**src/design/bsa_pkg.sv**
```systemverilog
// Shared constants and types for the buffer slot allocator.
package bsa_pkg;

    localparam int ADDR_W              = 32;
    localparam int SLOT_COUNT_DEF      = 16;
    localparam int SLOT_SIZE_LOG2_DEF  = 11;

    localparam logic CMD_ALLOC   = 1'b0;
    localparam logic CMD_FREE    = 1'b1;

    localparam logic STATUS_OK   = 1'b0;
    localparam logic STATUS_FAIL = 1'b1;

    typedef struct packed {
        logic set;
        logic clr;
    } map_op_t;

endpackage

```
**src/design/bsa_free_map.sv**
```systemverilog
// Free slot map: one bit per slot, all set at reset, single bit read/set/clear.
module bsa_free_map
    import bsa_pkg::*;
#(
    parameter int SLOT_COUNT = SLOT_COUNT_DEF,
    parameter int IDX_W      = 4
)
(
    input  logic             clk,
    input  logic             rst_n,
    input  map_op_t          op,
    input  logic [IDX_W-1:0] idx,
    output logic             map_bit
);

    logic [SLOT_COUNT-1:0] map_reg;
    logic [SLOT_COUNT-1:0] map_next;

    assign map_bit = map_reg[idx];

    always_comb
    begin
        map_next = map_reg;
        if (op.set)
        begin
            map_next[idx] = 1'b1;
        end
        else if (op.clr)
        begin
            map_next[idx] = 1'b0;
        end
    end

    always_ff @(posedge clk or negedge rst_n)
    begin
        if (!rst_n)
        begin
            map_reg <= '1;
        end
        else
        begin
            map_reg <= map_next;
        end
    end

endmodule

```
**src/design/buffer_slot_allocator.sv**
```systemverilog
// Buffer slot allocator top level: command sequencer, slot scan and result register.
//
// Usage:
//   s_tvalid/s_tready/s_tuser/s_tdata carry one command word. s_tuser is the
//   command (0 allocate, 1 free), s_tdata the byte address to free.
//   m_tvalid/m_tready/m_tuser/m_tdata return one result word per allocate:
//   m_tuser is the status (0 OK, 1 FAIL), m_tdata the granted slot address
//   (zero on FAIL). A free returns nothing.
//   cfg_valid/cfg_ready/cfg_data write pool_base; write it only while idle.
// Sequence:
//   A free is accepted, then takes one subtract, shift and compare.
//   An allocate is accepted, then the scan counter visits one slot per cycle,
//   while the output register has room, from slot 0 until it finds a free bit;
//   then one adder forms pool_base + index * slot size into the result register.
//   s_tready is high only while the sequencer is idle.
// Reset: every slot is free, pool_base is 0, no result is pending.
// Stall: a result waits in the output register while m_tready is low; a
//   new command is still taken, but its scan holds in place until the
//   register drains.
module buffer_slot_allocator
    import bsa_pkg::*;
#(
    parameter int SLOT_COUNT     = SLOT_COUNT_DEF,
    parameter int SLOT_SIZE_LOG2 = SLOT_SIZE_LOG2_DEF
)
(
    input  logic              clk,
    input  logic              rst_n,
    input  logic              s_tvalid,
    output logic              s_tready,
    input  logic [0:0]        s_tuser,   // [0] command
    input  logic [ADDR_W-1:0] s_tdata,   // [31:0] free_address
    output logic              m_tvalid,
    input  logic              m_tready,
    output logic [0:0]        m_tuser,   // [0] status
    output logic [ADDR_W-1:0] m_tdata,   // [31:0] slot_address
    input  logic              cfg_valid,
    output logic              cfg_ready,
    input  logic [ADDR_W-1:0] cfg_data
);

    localparam int IDX_W = (SLOT_COUNT > 1) ? $clog2(SLOT_COUNT) : 1;

    localparam logic [1:0] ST_IDLE = 2'd0;
    localparam logic [1:0] ST_SCAN = 2'd1;
    localparam logic [1:0] ST_FREE = 2'd2;

    logic [1:0]        state_reg, state_next;
    logic [IDX_W-1:0]  idx_reg, idx_next;
    logic [ADDR_W-1:0] addr_reg, addr_next;
    logic [ADDR_W-1:0] base_reg, base_next;
    logic              out_valid_reg, out_valid_next;
    logic              out_status_reg, out_status_next;
    logic [ADDR_W-1:0] out_addr_reg, out_addr_next;

    logic [ADDR_W-1:0] offset;
    logic [ADDR_W-1:0] free_slot;
    logic              free_hit;
    logic [IDX_W-1:0]  map_idx;
    logic              map_bit;
    logic              out_room;
    logic              last_slot;
    map_op_t           map_op;

    assign s_tready  = (state_reg == ST_IDLE);
    assign cfg_ready = 1'b1;
    assign m_tvalid  = out_valid_reg;
    assign m_tuser   = out_status_reg;
    assign m_tdata   = out_addr_reg;

    assign offset    = addr_reg - base_reg;
    assign free_slot = offset >> SLOT_SIZE_LOG2;
    assign free_hit  = (free_slot < ADDR_W'(SLOT_COUNT));
    assign map_idx   = (state_reg == ST_FREE) ? free_slot[IDX_W-1:0] : idx_reg;
    assign out_room  = !out_valid_reg || m_tready;
    assign last_slot = (idx_reg == IDX_W'(SLOT_COUNT - 1));

    bsa_free_map #(
        .SLOT_COUNT (SLOT_COUNT),
        .IDX_W      (IDX_W)
    ) u_map (
        .clk     (clk),
        .rst_n   (rst_n),
        .op      (map_op),
        .idx     (map_idx),
        .map_bit (map_bit)
    );

    always_comb
    begin
        state_next      = state_reg;
        idx_next        = idx_reg;
        addr_next       = addr_reg;
        base_next       = base_reg;
        out_valid_next  = out_valid_reg;
        out_status_next = out_status_reg;
        out_addr_next   = out_addr_reg;
        map_op          = '0;

        if (out_valid_reg && m_tready)
        begin
            out_valid_next = 1'b0;
        end

        if (cfg_valid)
        begin
            base_next = cfg_data;
        end

        case (state_reg)
            ST_IDLE:
            begin
                if (s_tvalid)
                begin
                    addr_next = s_tdata;
                    idx_next  = '0;
                    state_next = (s_tuser[0] == CMD_FREE) ? ST_FREE : ST_SCAN;
                end
            end
            ST_SCAN:
            begin
                if (out_room)
                begin
                    if (map_bit)
                    begin
                        map_op.clr      = 1'b1;
                        out_valid_next  = 1'b1;
                        out_status_next = STATUS_OK;
                        out_addr_next   = base_reg
                                        + (ADDR_W'(idx_reg) << SLOT_SIZE_LOG2);
                        state_next      = ST_IDLE;
                    end
                    else if (last_slot)
                    begin
                        out_valid_next  = 1'b1;
                        out_status_next = STATUS_FAIL;
                        out_addr_next   = '0;
                        state_next      = ST_IDLE;
                    end
                    else
                    begin
                        idx_next = idx_reg + IDX_W'(1);
                    end
                end
            end
            ST_FREE:
            begin
                map_op.set = free_hit;
                state_next = ST_IDLE;
            end
            default:
            begin
                state_next = ST_IDLE;
            end
        endcase
    end

    always_ff @(posedge clk or negedge rst_n)
    begin
        if (!rst_n)
        begin
            state_reg     <= ST_IDLE;
            out_valid_reg <= 1'b0;
            base_reg      <= '0;
        end
        else
        begin
            state_reg     <= state_next;
            out_valid_reg <= out_valid_next;
            base_reg      <= base_next;
        end
    end

    always_ff @(posedge clk)
    begin
        idx_reg        <= idx_next;
        addr_reg       <= addr_next;
        out_status_reg <= out_status_next;
        out_addr_reg   <= out_addr_next;
    end

endmodule
```
**config.mk**
```make
export PLATFORM = sky130hd
export DESIGN_NAME = buffer_slot_allocator
export DESIGN_NICKNAME = d
export VERILOG_FILES = /design/src/design/bsa_pkg.sv /design/src/design/bsa_free_map.sv /design/src/design/buffer_slot_allocator.sv
export SDC_FILE = /design/constraint.sdc
export NUM_CORES = 1
export LEC_CHECK = 0
export BUFFER_PORTS_ARGS = -buffer_cell sky130_fd_sc_hd__buf_2
export CAP_MARGIN = 20
export CORE_UTILIZATION = 52
export DETAILED_ROUTE_END_ITERATION = 12
export PLACE_DENSITY = 0.76
export REMOVE_ABC_BUFFERS = 1
export SLEW_MARGIN = 15
export SYNTH_ARGS = -nofsm -noshare
export SYNTH_HDL_FRONTEND = slang
export SYNTH_SLANG_ARGS = --single-unit
```
**constraint.sdc**
```tcl
create_clock -name clk -period 4.6 [get_ports clk]
set_input_delay 0.23 -clock clk [delete_from_list [all_inputs] [get_ports clk]]
set_output_delay 0.23 -clock clk [all_outputs]
set_load 0.01 [all_outputs]
```
# After elaboration in Yosys (flattened, before gate mapping)
# Index checks and enable logic that the tools add are counted.
op_classes:
  n_addsub: 3
  order_cmp: 3
  n_eq_ne: 8
  mux: 30
  bitwise_logic: 3
  n_reduce_logical: 12
op_table:
  columns: ["operator", "count"]
  rows:
  - ["two-way mux 32 bit", 2]
  - ["adder 32 x 15 -> 32 bit", 1]
  - ["two-way mux 16 bit", 2]
  - ["subtractor 32 bit", 1]
  - ["< comparator 21 x 5 -> 1 bit (second input constant)", 1]
  - ["two-way mux 4 bit", 5]
  - ["AND 16 bit", 1]
  - ["NOT 16 bit", 1]
  - ["bitwise OR 16 bit", 1]
  - ["two-way mux 1 bit", 12]
  - ["two-way mux 2 bit", 5]
  - ["inequality test 2 bit (second input constant)", 4]
  - ["one-hot mux 4 bit (2 select lines)", 1]
  - ["AND reduction 3 bit", 2]
  - ["nonzero test 2 bit", 3]
  - ["< comparator 4 x 5 -> 1 bit (second input constant)", 1]
  - ["AND reduction 5 bit", 1]
  - ["adder 4 x 1 -> 4 bit (second input constant)", 1]
  - ["binary-select mux 1 bit (select 4 bit)", 1]
  - ["demux 1 bit (select 4 bit)", 1]
  - ["== test 4 bit (second input constant)", 1]
  - ["greater-or-equal comparator 4 x 1 -> 1 bit (second input constant)", 1]
  - ["one-hot mux 2 bit (2 select lines)", 1]
  - ["inequality test 3 bit (second input constant)", 1]
  - ["7 further kinds", 8]
word_totals:
  reg_bits: 120
  input_bits: 70
  output_inout_bits: 36
  wordCells: 67

# Depth between registers and ports, before layout
# Gate-level depths: netlist of run 1.
depth:
  depth_word: 10
  depth_mapped: 15
  ltp_nobuf: 11

# By module
# A second synthesis of run 1 with hierarchy kept.
unflattened:
  cells_unflattened: 650
  hier_area_um2: 6735.2
by_module_without_submodules:
  columns: ["mod", "instances", "cells_each", "area_per_inst_um2"]
  rows:
  - ["buffer_slot_allocator", 1, 577, 5828.1]
  - ["bsa_free_map", 1, 73, 907.1]

# Least setup slack after synthesis of run 1
# Ideal clock, no wire load.
synth_path:
  path_type: "register -> register"
  startpoint: "register addr_reg[9]"
  endpoint: "register out_addr_reg[0] (netlist: m_tdata[0]) (enable)"
  setup_time_ns: 0.402
  arrival_ns: 4.417
  required_time_ns: 4.198
  setup_slack_ns: -0.219
  stages_incl_launch_ff: 13
  n_path_buf: 2
  path_cell_list: "edfxtp_1 ha_1 a21o_1 o21bai_1 a221o_1 a221oi_4 mux2_2 or3_1 a311o_1 and4_1 buf_4 buf_6 a21oi_2"
synth_via:
  elab_chain_cells: 6
synth_lines:
  columns: ["item", "line", "source"]
  rows:
  - ["from (decl)", "buffer_slot_allocator.sv:50", "logic [ADDR_W-1:0] addr_reg, addr_next;"]
  - ["from (signal assigned)", "buffer_slot_allocator.sv:177", "addr_reg <= addr_next;"]
  - ["subtractor 32 bit", "buffer_slot_allocator.sv:71", "assign offset = addr_reg - base_reg;"]
  - ["two-way mux 4 bit", "buffer_slot_allocator.sv:74", "assign map_idx = (state_reg == ST_FREE) ? free_slot[IDX_W-1:0] : idx_reg;"]
  - ["binary-select mux 1 bit (select 4 bit)", "bsa_free_map.sv:19", "assign map_bit = map_reg[idx];"]
  - ["two-way mux 1 bit (not written as such)", "bsa_free_map.sv:19", null]
  - ["nonzero test 2 bit (no line)", null, null]
  - ["AND reduction 3 bit (no line)", null, null]
  - ["to (signal assigned)", "buffer_slot_allocator.sv:179", "out_addr_reg <= out_addr_next;"]
  - ["to (decl)", "buffer_slot_allocator.sv:54", "logic [ADDR_W-1:0] out_addr_reg, out_addr_next;"]
# No other way between the ends. The select of a mux whose other input is x is not followed.
# A chain may end at the register's enable or synchronous reset.

# Final worst setup path of run 1
layout_path:
  startpoint: "register base_reg[11]"
  endpoint: "register out_addr_reg[5] (netlist: m_tdata[5]) (enable)"
layout_via:
  elab_chain_cells: 6
layout_lines:
  columns: ["item", "line", "source"]
  rows:
  - ["from (decl)", "buffer_slot_allocator.sv:51", "logic [ADDR_W-1:0] base_reg, base_next;"]
  - ["from (signal assigned)", "buffer_slot_allocator.sv:170", "base_reg <= base_next;"]
  - ["subtractor 32 bit", "buffer_slot_allocator.sv:71", null]
  - ["two-way mux 4 bit", "buffer_slot_allocator.sv:74", null]
  - ["binary-select mux 1 bit (select 4 bit)", "bsa_free_map.sv:19", null]
  - ["two-way mux 1 bit (not written as such)", "bsa_free_map.sv:19", null]
  - ["nonzero test 2 bit (no line)", null, null]
  - ["AND reduction 3 bit (no line)", null, null]
# No other way between the ends. The select of a mux whose other input is x is not followed.

==> results of run 1 <==
-- cells by family after synthesis --
kind of cell,after synthesis,share of synthesized area
AO/OA/AOI/OAI,205,0.200
buffers and inverters,69,0.0438
multiplexers,13,0.0196
other,1,0.000538
AND/OR/NAND/NOR,228,0.156
adder cells (fa/ha/maj),36,0.0657
flip-flops,120,0.483
XOR/XNOR,25,0.0314
-- metrics by stage --
step	instance area (µm²)	TNS [ns]	hold slack, ns	instances
2_1_floorplan	6820	-11.40	-0.0656	669
5_1_grt	8600	0	0.0150	1020
4_1_cts	8590	0	0.00203	1018
6_report	8600	0	0.0109	1020
3_5_place_dp	7650	0	0.406	954
3_3_place_gp	7650	0	0.399	954
-- final cells by class --
type / count / area, µm² / area share
Tap cell: 172 / 215 / 0.0250
Clock buffer: 23 / 478 / 0.0556
Inverter: 41 / 154 / 0.0179
Clock inverter: 9 / 146 / 0.0170
Antenna cell: 1 / 2.50 / 0.000291
Multi-Input combinational cell: 508 / 3310 / 0.385
Sequential cell: 120 / 3370 / 0.392
Timing Repair Buffer: 146 / 931 / 0.108
-- how the worst max path moves through the flow --
stage | from | end | depth (start not counted)
after floorplan | addr_reg[9]$_DFFE_PP_ | m_tdata[0]$_SDFFCE_PN0P_ | 10
after global placement | addr_reg[9]$_DFFE_PP_ | m_tdata[8]$_SDFFCE_PN0P_ | 11
after detailed placement | addr_reg[9]$_DFFE_PP_ | m_tdata[8]$_SDFFCE_PN0P_ | 11
after CTS | base_reg[9]$_DFFE_PN0P_ | m_tdata[8]$_SDFFCE_PN0P_ | 12
after global routing | addr_reg[7]$_DFFE_PP_ | m_tdata[5]$_SDFFCE_PN0P_ | 11
final | base_reg[11]$_DFFE_PN0P_ | m_tdata[5]$_SDFFCE_PN0P_ | 11
-- cells in the mapped netlist (all sizes together) (4+ instances only) --
cell type	count
a211oi	5
a21o	15
a21oi	41
a31oi	6
and3	6
buf	10
clkbuf	18
dfrtp	35
dfstp	16
edfxtp	69
ha	35
inv	41
mux2	5
mux2i	8
nand2	73
nand2b	11
nand3	21
nand4	9
nor2	59
nor2b	11
nor3	12
nor4	6
o211ai	7
o21a	12
o21ai	65
o31ai	10
o41ai	15
or2	5
or3	6
xnor2	21
xor2	4
-- cells in the final DEF, fill, tap and decap left out, types with 33 or more instances in the layout --
| cell | n |
|---|---|
| edfxtp_1 | 69 |
| nand2_1 | 73 |
| nor2_1 | 59 |
| ha_1 | 35 |
| dfrtp_1 | 35 |
| dlygate4sd3_1 | 33 |
| a21oi_1 | 39 |
| o21ai_0 | 64 |
| buf_2 | 104 |
| inv_1 | 41 |
-- per-layer routing --
layer	part of all wire	GRT usage	up-vias
li1	-	-	2840
met1	0.45	0.331	2756
met2	0.47	0.418	220
met3	0.056	0.0591	27
met4	0.025	0.107	0
met5	0	0	-
-- power breakdown --
part	total, mW	switching, mW	internal, mW
Sequential	1.71	0.129	1.58
Clock	1.42	0.473	0.944
Combinational	1.96	1.24	0.722
Total	5.08	1.84	3.24
-- worst max-delay path, cell delays in order, from the launching register on --
cell and delay [ns]:
dfrtp_1 0.34, inv_1 0.06, ha_1 0.41, a21o_1 0.23
a221o_1 0.40, a221oi_4 0.54, mux2_2 0.40, or3_1 0.40
a311o_1 0.40, and4_1 0.31, a21oi_4 0.20, buf_12 0.21
-- repair_timing --
item | 4_1_cts | 5_1_grt
hold buffers | 32 | 1
resized for setup | 0 | 0
endpoints found under the hold margin | 66 | 1
==> results.md, run 1 <==
- Status: finished, final reports clean
- Pwr Total: 5.08 mW
- # IOs: ~110
- RSZ-0062 raised after global routing: false
- Final GP Congestion: 0.914
- Reg2reg setup slack: approximately 0.35 ns
- Final hold violation count: 0
- CTS buffer count: 17
- WHS Path Cells: 3
- Vias: 5843
- Worst slew pin tran: between 1 and 1.5 ns
- Setup bufs post-CTS: 0
- Async SR Flop Fraction: 0.425
- Crit share post-route: 0.923
- Fill cell count: 991
- Main synth FF type: edfxtp_1
- Setup WS post-layout: 0.355 ns
- CTS tree: built
- Reg clk slew, reported paths: around 0.05 ns
- Max Clk Rate: 0.236 GHz
- Path type of the worst setup path: reg -> reg
- Ys Warns: 0
- Number of DRC markers in iteration 0: around 430
- Vias per inst: around 5.7
- Dominant cell type by area after synthesis: edfxtp_1
- Largest net degree at the start of global routing: 63
- Worst EP arrival: 4.36 ns
- Top cells by area, synth: edfxtp_1 (30%), dfrtp_1 (13%), ha_1 (6.3%)
- P_leak: 3.56 nW
- Max-slew violation count: 0
- I/O Buffers: 104
- Row count: 41
- Avg Cell Area, Syn: 10.0 µm²
- Ratio of cells with drive above 1 in the final layout: 0.218
- Share of the synthesized area in the top cell type: 0.297
- Die Area: around 0.014 mm²
- Overflow after GRT: 0
- Reg2reg end: m_tdata[5]$_SDFFCE_PN0P_
- Initial antenna violation count: 1
- Cell variety after synth: 70
- Starting Density: 0.544
- Crit path max fanout: 26
- # H-tree levels: 4
- Hold EP: base_reg[20]$_DFFE_PN0P_
- Wire length of the first global-routing pass: between 20 and 30 mm
- Pre-antenna DRT Iters: 5
- Area grow syn2layout: 23.4%
- Min cycle time layout: 4.25 ns
- Maximum VDD drop: 0.308 mV
- Reg2Reg Depth: 11
- Final Core Density: 0.671
- RR Startpoint: base_reg[11]$_DFFE_PN0P_
- Final ANT Viol Nets: 0
- Min-delay src: cfg_data[20]
- Vias in the first global route: 5724
- Max cap viols: 0
- All-layer global routing usage: 0.258
- Post-synth EDFFs: 69
- Min-delay worst type: in -> reg
- Clk_lat worst skew: ~0.43 ns
- Pre-CTS setup slack: 0.392 ns
- Detailed Place HPWL: 11.9 mm
- Core Region: around 0.013 mm²
- CP startpoint kind: flop
- Die X: 118 µm
- Slew headroom: 0.265
- Power Density: 591 mW/mm²
- Nets@finish: 940
- Worst setup EP type: flop
- Cell area after synthesis: 0.00697 mm²
- Clk_skew: 0.0118 ns
- Clock sink count: 120
- Wirelength per Cell: 16.8 µm
- Sequential area share after synthesis: 0.483
- Synthesized instance count: 697
- WL final: around 17 mm
- Post-route DRC: 0
- Required time of the critical path: 4.72 ns
- Clock tree root buffer cell: clkbuf_16
- Die height: 118 µm
- Setup violations, final: 0
- Post-synthesis register bit count: 120
- Max clock buf depth: 2
Note: power is estimated with default switching activity, not from simulation.
==> run 2: changes to the inputs <==
--- a/config.mk
+++ b/config.mk
@@ -5,11 +5,12 @@
 export SDC_FILE = /design/constraint.sdc
 export NUM_CORES = 1
 export LEC_CHECK = 0
-export BUFFER_PORTS_ARGS = -buffer_cell sky130_fd_sc_hd__buf_2
+export BUFFER_PORTS_ARGS = -buffer_cell sky130_fd_sc_hd__buf_4
 export CAP_MARGIN = 20
-export CORE_UTILIZATION = 52
+export CORE_UTILIZATION = 54
+export CTS_BUF_LIST = sky130_fd_sc_hd__clkbuf_8
 export DETAILED_ROUTE_END_ITERATION = 12
-export PLACE_DENSITY = 0.76
+export PLACE_DENSITY = 0.78
 export REMOVE_ABC_BUFFERS = 1
 export SLEW_MARGIN = 15
 export SYNTH_ARGS = -nofsm -noshare
==> run 2 against run 1 <==
  * Flip-flop and latch count stayed put
  * Critical path depth stayed put
  * Die area is 3.6% lower
  * Global-route usage is 2.7 points higher
  * Largest cell class unchanged
  * Clock skew is 0.00096 ns lower
  * Power is 6.9% lower
  * Hold slack better by 0.019 ns
  * Largest power group unchanged
  * Register-to-register slack worse by 0.07 ns
  * Sequential share of layout area is 1.4 points lower
  * Final cell count is 2.7% higher
  * Core utilization is 3.7 points higher
  * Final area is 3.8% higher
==> results.md, run 2 (synthesis results as in run 1) <==
- Critical path cell sequence: ha_1, a21oi_1, o21bai_1, a221o_1, a221oi_4, mux2_2, o21ai_0, a211o_1, and4_1, buf_4, o21a_1
- Slew headroom: 0.364
- Row count: 41
- Wire length of the first global-routing pass: 28.5 mm
- Clock sink count: 120
- Detailed Place HPWL: 12.5 mm
- Starting Density: 0.553
- Cts hold-fix bufs: 64
- CP delay by family, top: compound AO/OA/AOI/OAI gates
- Most frequent cells in the layout: buf_4 (110), nand2_1 (73), edfxtp_1 (69), o21ai_0 (64), dlygate4sd3_1 (64)
- Pre-antenna DRT Iters: 5
- CP startpoint kind: flop
- Overflow after GRT: 0
- Setup violations, final: 0
- Max-slew violation count: 0
- Clock tree root buffer cell: clkbuf_8
- Die X: 116 µm
- Area grow syn2layout: 28.1%
- Nets@finish: 969
- Largest net degree at the start of global routing: 63
- CTS tree: built
- CTS buffer count: 17
- I/O Buffers: between 100 and 150
- Dpl cell area: roughly 0.0079 mm²
- Vias: around 6100
- Initial antenna violation count: 0
- Worst EP arrival: 4.47 ns
- # IOs: around 110
- Antenna diode count: 0
- Power Density: 530 mW/mm²
- Setup TNS: 0 ns
- Reg2Reg Depth: 11
- Reg clk slew, reported paths: 0.07 ns
- Min cycle time layout: 4.31 ns
- Levels on crit path: 11
- Max clock buf depth: 2
- CP max-delay cell: a221oi_4
- RSZ-0062 raised after global routing: false
- Final cell count without fillers: around 1000
- Commonest non-fill, non-tap cell in the layout: buf_4
- Post-Place Cells: around 950
- Required time of the critical path: 4.76 ns
- Worst setup EP type: flop
- Core Region: 0.0126 mm²
- Wirelength per Cell: 17.4 µm
- Die Area: approximately 0.013 mm²
- Reg2reg setup slack: between 0.2 and 0.3 ns
- Final hold violation count: 0
- Critical path capture point: idx_reg[2]$_SDFFCE_PN0P_
- Crit path largest cell delay: 0.55 ns
- Min-delay worst type: in -> reg
- # H-tree levels: 4
- Vias in the first global route: 5852
- Hold WS: 0.0295 ns
- Post_cts resized: 0
- Setup bufs post-CTS: 0
- Ratio of cells with drive above 1 in the final layout: 0.210
- WL final: around 18 mm
- Clk_lat worst skew: 0.46 ns
- WHS Path Cells: 2
- Reg2reg end: idx_reg[2]$_SDFFCE_PN0P_
- All-layer global routing usage: 0.285
- Post-route DRC: 0
- Crit path max fanout: 28
- Final Instance Area: 0.00893 mm²
- Path type of the worst setup path: reg -> reg
- Fill cell count: 952
- Vias per inst: 5.80
- Max cap viols: 0
- Final GP Congestion: 0.890
- Die height: 116 µm
- Maximum VDD drop: approximately 0.37 mV
- Worst slew pin tran: around 0.95 ns
- P_leak: 3.68 nW
- RR Startpoint: addr_reg[7]$_DFFE_PP_
- Max Clk Rate: around 0.23 GHz
- Number of DRC markers in iteration 0: 622
- Crit share post-route: 0.938
- Final ANT Viol Nets: 0
- Buf+Inv Stages, Crit Path: 1
- Status: finished, final reports clean
- Pwr Total: roughly 4.7 mW
- Clk_skew: 0.0108 ns
- Setup crit start: addr_reg[7]$_DFFE_PP_
[run 2: changes by cell type in the layout (fill, tap and decap cells not counted), moves of 2 or more]
cell | before | now
clkbuf_1 | 3 | 0
inv_1 | 41 | 45
clkinv_1 | 2 | 0
dlygate4sd3_1 | 33 | 64
buf_4 | 8 | 110
buf_2 | 104 | 0
clkbuf_16 | 17 | 0
clkbuf_8 | 3 | 19
clkinv_2 | 2 | 5
[run 2: worst min path at each step]
stage / startpoint / end / slack [ns]
global placement: rst_n / base_reg[25]$_DFFE_PN0P_ / 0.32
finish: s_tuser / state_reg[1]$_DFFE_PN0P_ / 0.03
CTS: s_tuser / state_reg[1]$_DFFE_PN0P_ / 0.008
global route: s_tvalid / state_reg[1]$_DFFE_PN0P_ / 0.02
detailed placement: rst_n / base_reg[25]$_DFFE_PN0P_ / 0.32
floorplan: rst_n / base_reg[0]$_DFFE_PN0P_ / -0.07
[run 2: metrics by stage]
step	worst slack, ns	utilization
after floorplan	-0.345	-
after global placement	0.534	0.625
after detailed placement	0.355	0.625
after CTS	0.335	0.708
after global routing	0.115	0.708
final	0.287	0.708
[run 2: final cells by class]
type	instances	area, µm²	area share
Sequential cell	120	3370	0.377
Multi-Input combinational cell	508	3310	0.370
Inverter	41	154	0.0172
Clock inverter	13	138	0.0154
Timing Repair Buffer	175	1490	0.166
Clock buffer	19	262	0.0293
Tap cell	172	215	0.0241
[run 2: per-layer routing]
| metal | vias up | global-route usage | share of wire |
|---|---|---|---|
| li1 | 2887 | - | - |
| met1 | 2909 | 0.355 | 0.43 |
| met2 | 238 | 0.486 | 0.49 |
| met3 | 40 | 0.0554 | 0.056 |
| met4 | 0 | 0.117 | 0.021 |
| met5 | - | 0 | 0 |
[run 2: report_power, final]
| group | internal (mW) | switching, mW |
|---|---|---|
| clock network | 0.550 | 0.419 |
| registers | 1.58 | 0.141 |
| logic | 0.795 | 1.25 |
[run 2: worst register-to-register path: stages (launching register included)]
cell      delay, ns
edfxtp_1       0.40
ha_1           0.37
a21oi_1        0.23
o21bai_1       0.10
a221o_1        0.36
a221oi_4       0.55
mux2_2         0.41
o21ai_0        0.42
a211o_1        0.25
and4_1         0.29
buf_4          0.37
o21a_1         0.27
==> run 3: changes to the inputs <==
--- a/config.mk
+++ b/config.mk
@@ -5,6 +5,7 @@
 export SDC_FILE = /design/constraint.sdc
 export NUM_CORES = 1
 export LEC_CHECK = 0
+export ABC_AREA = 1
 export BUFFER_PORTS_ARGS = -buffer_cell sky130_fd_sc_hd__buf_4
 export CAP_MARGIN = 20
 export CORE_UTILIZATION = 54
==> run 3 against run 2 <==
  * Sequential power decreased by 22%
  * Non-clock buffer count is 5 lower
  * Wire length grew 11%
  * Hold slack got worse by 0.016 ns
  * Register-to-register slack better by 0.92 ns
  * Clock power down 0.7%
  * Global-route usage up 2.1 points
  * Highest routed layer unchanged
==> results.md, run 3 <==
- Min-delay worst type: in -> reg
- Largest family of logic cells by synthesized area: simple AND/OR/NAND/NOR gates
- Top cells by area, synth: edfxtp_1 (28%), nand2_1 (15%), dfrtp_1 (12%)
- Avg Cell Area, Syn: 7.74 µm²
- Final GP Congestion: 0.970
- Starting Density: 0.555
- Slew headroom: 0.274
- CTS tree: built
- Synth top cells by count: nand2_1 (299), nor2_1 (114), inv_1 (109)
- CP max-delay cell: buf_4
- Reg2reg setup slack: 1.20 ns
- Main synth FF type: edfxtp_1
- Final hold violation count: 0
- CP startpoint kind: flop
- Synthesized instance count: 954
- Largest net degree at the start of global routing: 64
- Crit share post-route: 0.738
- Vias per inst: 5.23
- Ys Warns: 0
- Area of the multi-input gates: 0.00346 mm²
- Clock tree root buffer cell: clkbuf_8
- Cell area after synthesis: around 0.0074 mm²
- Simple-gate share of the synthesized area: 0.308
- WL final: 20.3 mm
- Most frequent cells in the layout: nand2_1 (299), inv_1 (113), nor2_1 (112), buf_4 (106), edfxtp_1 (69)
- Setup violations, final: 0
- Critical path cell sequence: inv_1, ha_1, nand2_1, inv_2, nand2_1, inv_1, nand2_1, nand3_2, nand2_2, nand3_4, nand2_2, nand2_1, nand2_1, nand2_1, nand2_1, nand2_1, nand2_2, nor2_4, nand2_1, nand2_1, nor2_4, buf_4
- Nets@finish: approximately 1200
- Initial antenna violation count: 0
- CTS buffer count: 17
- Power Density: 376 mW/mm²
- Reg clk slew, reported paths: about 0.07 ns
- Mux contribution to synthesized area: 0.00153
- Vias: 6876
- Hold WS: 0.0138 ns
- Clk_lat worst skew: 0.46 ns
- Async SR Flop Fraction: 0.425
- Overflow after GRT: 0
- Clk_skew: 0.0137 ns
- Cell variety after synth: 47
- Final ANT Viol Nets: 0
- All-layer global routing usage: 0.305
- Post_cts resized: 0
- Row count: 42
- Clock sink count: 120
- RR Startpoint: base_reg[10]$_DFFE_PN0P_
- Reg2Reg Depth: 22
- Path type of the worst setup path: reg -> reg
- Post-synth EDFFs: 69
- Min-delay src: cfg_data[24]
- Share of the synthesized area in the top cell type: 0.281
- # IOs: 106
- Fill cell count: ~1100
- Setup bufs post-CTS: 0
- Die Area: between 0.01 and 0.015 mm²
- Crit path largest cell delay: 0.41 ns
- Setup TNS: 0 ns
- Wirelength per Cell: 15.4 µm
- Adder-cell share of the synthesized area: 0.0620
- Max clock buf depth: 2
- Min cycle time layout: 3.40 ns
- Post-synthesis register bit count: 120
- P_leak: between 4 and 5 nW
- Sequential area share after synthesis: 0.456
- Cts hold-fix bufs: 63
- Die X: 119 µm
- Pre-antenna DRT Iters: 5
- Status: finished, final reports clean
- Maximum VDD drop: 0.356 mV
- Wire length of the first global-routing pass: 32.9 mm
- # H-tree levels: 4
- Worst EP arrival: 3.50 ns
- Required time of the critical path: 4.71 ns
- Core Region: between 0.01 and 0.015 mm²
- Area grow syn2layout: 26.5%
- Dominant cell type by area after synthesis: edfxtp_1
- Post-route DRC: 0
- RSZ-0062 raised after global routing: false
- Post-Synth XOR/XNOR Area: 0.0119
- Crit path max fanout: 30
- Detailed Place HPWL: 13.8 mm
- Ratio of cells with drive above 1 in the final layout: 0.167
- Worst slew pin tran: 1.09 ns
- Count leader, synth: nand2_1
- Commonest non-fill, non-tap cell in the layout: nand2_1
- Max Clk Rate: between 0.2 and 0.3 GHz
- Most used cell, CP: nand2_1
- Reg2reg end: m_tdata[17]$_SDFFCE_PN0P_
- Post-synthesis compound-gate area fraction: 0.0831
- Hold EP: base_reg[24]$_DFFE_PN0P_
- I/O Buffers: 104
- WHS Path Cells: 3
- Antenna diode count: 0
- Max-slew violation count: 0
- Worst setup EP type: flop
- Max cap viols: 0
- Number of DRC markers in iteration 0: around 660
- Register area: roughly 0.0034 mm²
- Vias in the first global route: 6697
- Die height: 119 µm
[run 3: changes by cell type in the layout (fill, tap and decap cells not counted), moves of 13 or more]
| cell | previous run | this run |
|---|---|---|
| o21ai_0 | 64 | 48 |
| inv_2 | 0 | 13 |
| nand2_1 | 73 | 299 |
| nor2_1 | 59 | 112 |
| xnor2_1 | 21 | 2 |
| nand3_1 | 21 | 65 |
| inv_1 | 45 | 113 |
[run 3: cell families (layout without fill, tap and decap cells)]
kind of cell    after synthesis  in the layout
compound gates              112            112
xor+xnor                     10             10
mux                           1              1
buf+inv                     140            325
other cells                   1              1
simple gates                534            534
flops                       120            120
fa+ha+maj                    36             36
[run 3: layout make-up]
| type | count | area share |
|---|---|---|
| clock buffers | 18 | 0.0265 |
| clock inverters | 14 | 0.0153 |
| inverters | 123 | 0.0494 |
| multi-input cells | 694 | 0.371 |
| flip-flops and latches | 120 | 0.361 |
| well taps | 176 | 0.0236 |
| repair buffers | 170 | 0.154 |
[run 3: metrics by stage]
| stage | instance area (µm²) | cells | utilization | total power, mW | worst slack [ns] |
|---|---|---|---|---|---|
| 2_1_floorplan | 7280 | 937 | - | 2.14 | 0.658 |
| 3_3_place_gp | 8310 | 1219 | 0.625 | 2.48 | 1.27 |
| 3_5_place_dp | 8310 | 1219 | 0.625 | 2.49 | 1.22 |
| 4_1_cts | 9330 | 1314 | 0.702 | 3.49 | 1.20 |
| 5_1_grt | 9340 | 1315 | 0.703 | 3.72 | 0.896 |
| 6_report | 9340 | 1315 | 0.703 | 3.51 | 1.20 |
[run 3: critical path: cells and delay by family, from the launching register on]
family | cells | cell delay (ns)
flip-flops | 1 | 0.38
AND/OR/NAND/NOR | 17 | 1.71
buffers and inverters | 4 | 0.64
adder cells (fa/ha/maj) | 1 | 0.28
[run 3: per-layer routing]
| metal | wire length (µm) | up-vias | GRT usage |
|---|---|---|---|
| li1 | - | 3432 | - |
| met1 | 8820 | 3129 | 0.398 |
| met2 | 9580 | 278 | 0.498 |
| met3 | 1400 | 37 | 0.0647 |
| met4 | 470 | 0 | 0.117 |
| met5 | 0 | - | 0 |
[run 3: worst max-delay path by stage]
stage                             start  cells past startpoint                         to  slack [ns]
6_report       base_reg[10]$_DFFE_PN0P_                     22  m_tdata[17]$_SDFFCE_PN0P_        1.20
5_1_grt        base_reg[11]$_DFFE_PN0P_                     18  m_tdata[17]$_SDFFCE_PN0P_        0.90
4_1_cts        base_reg[11]$_DFFE_PN0P_                     18  m_tdata[17]$_SDFFCE_PN0P_        1.20
3_5_place_dp   base_reg[11]$_DFFE_PN0P_                     18  m_tdata[17]$_SDFFCE_PN0P_        1.22
3_3_place_gp    base_reg[6]$_DFFE_PN0P_                     20  m_tdata[17]$_SDFFCE_PN0P_        1.27
2_1_floorplan  base_reg[11]$_DFFE_PN0P_                     20   m_tdata[0]$_SDFFCE_PN0P_        0.66
[run 3: power by group]
group	internal, mW	switching, mW	total [mW]
logic	0.421	0.784	1.20
clock network	0.534	0.428	0.962
registers	1.28	0.0655	1.34
total	2.23	1.28	3.51
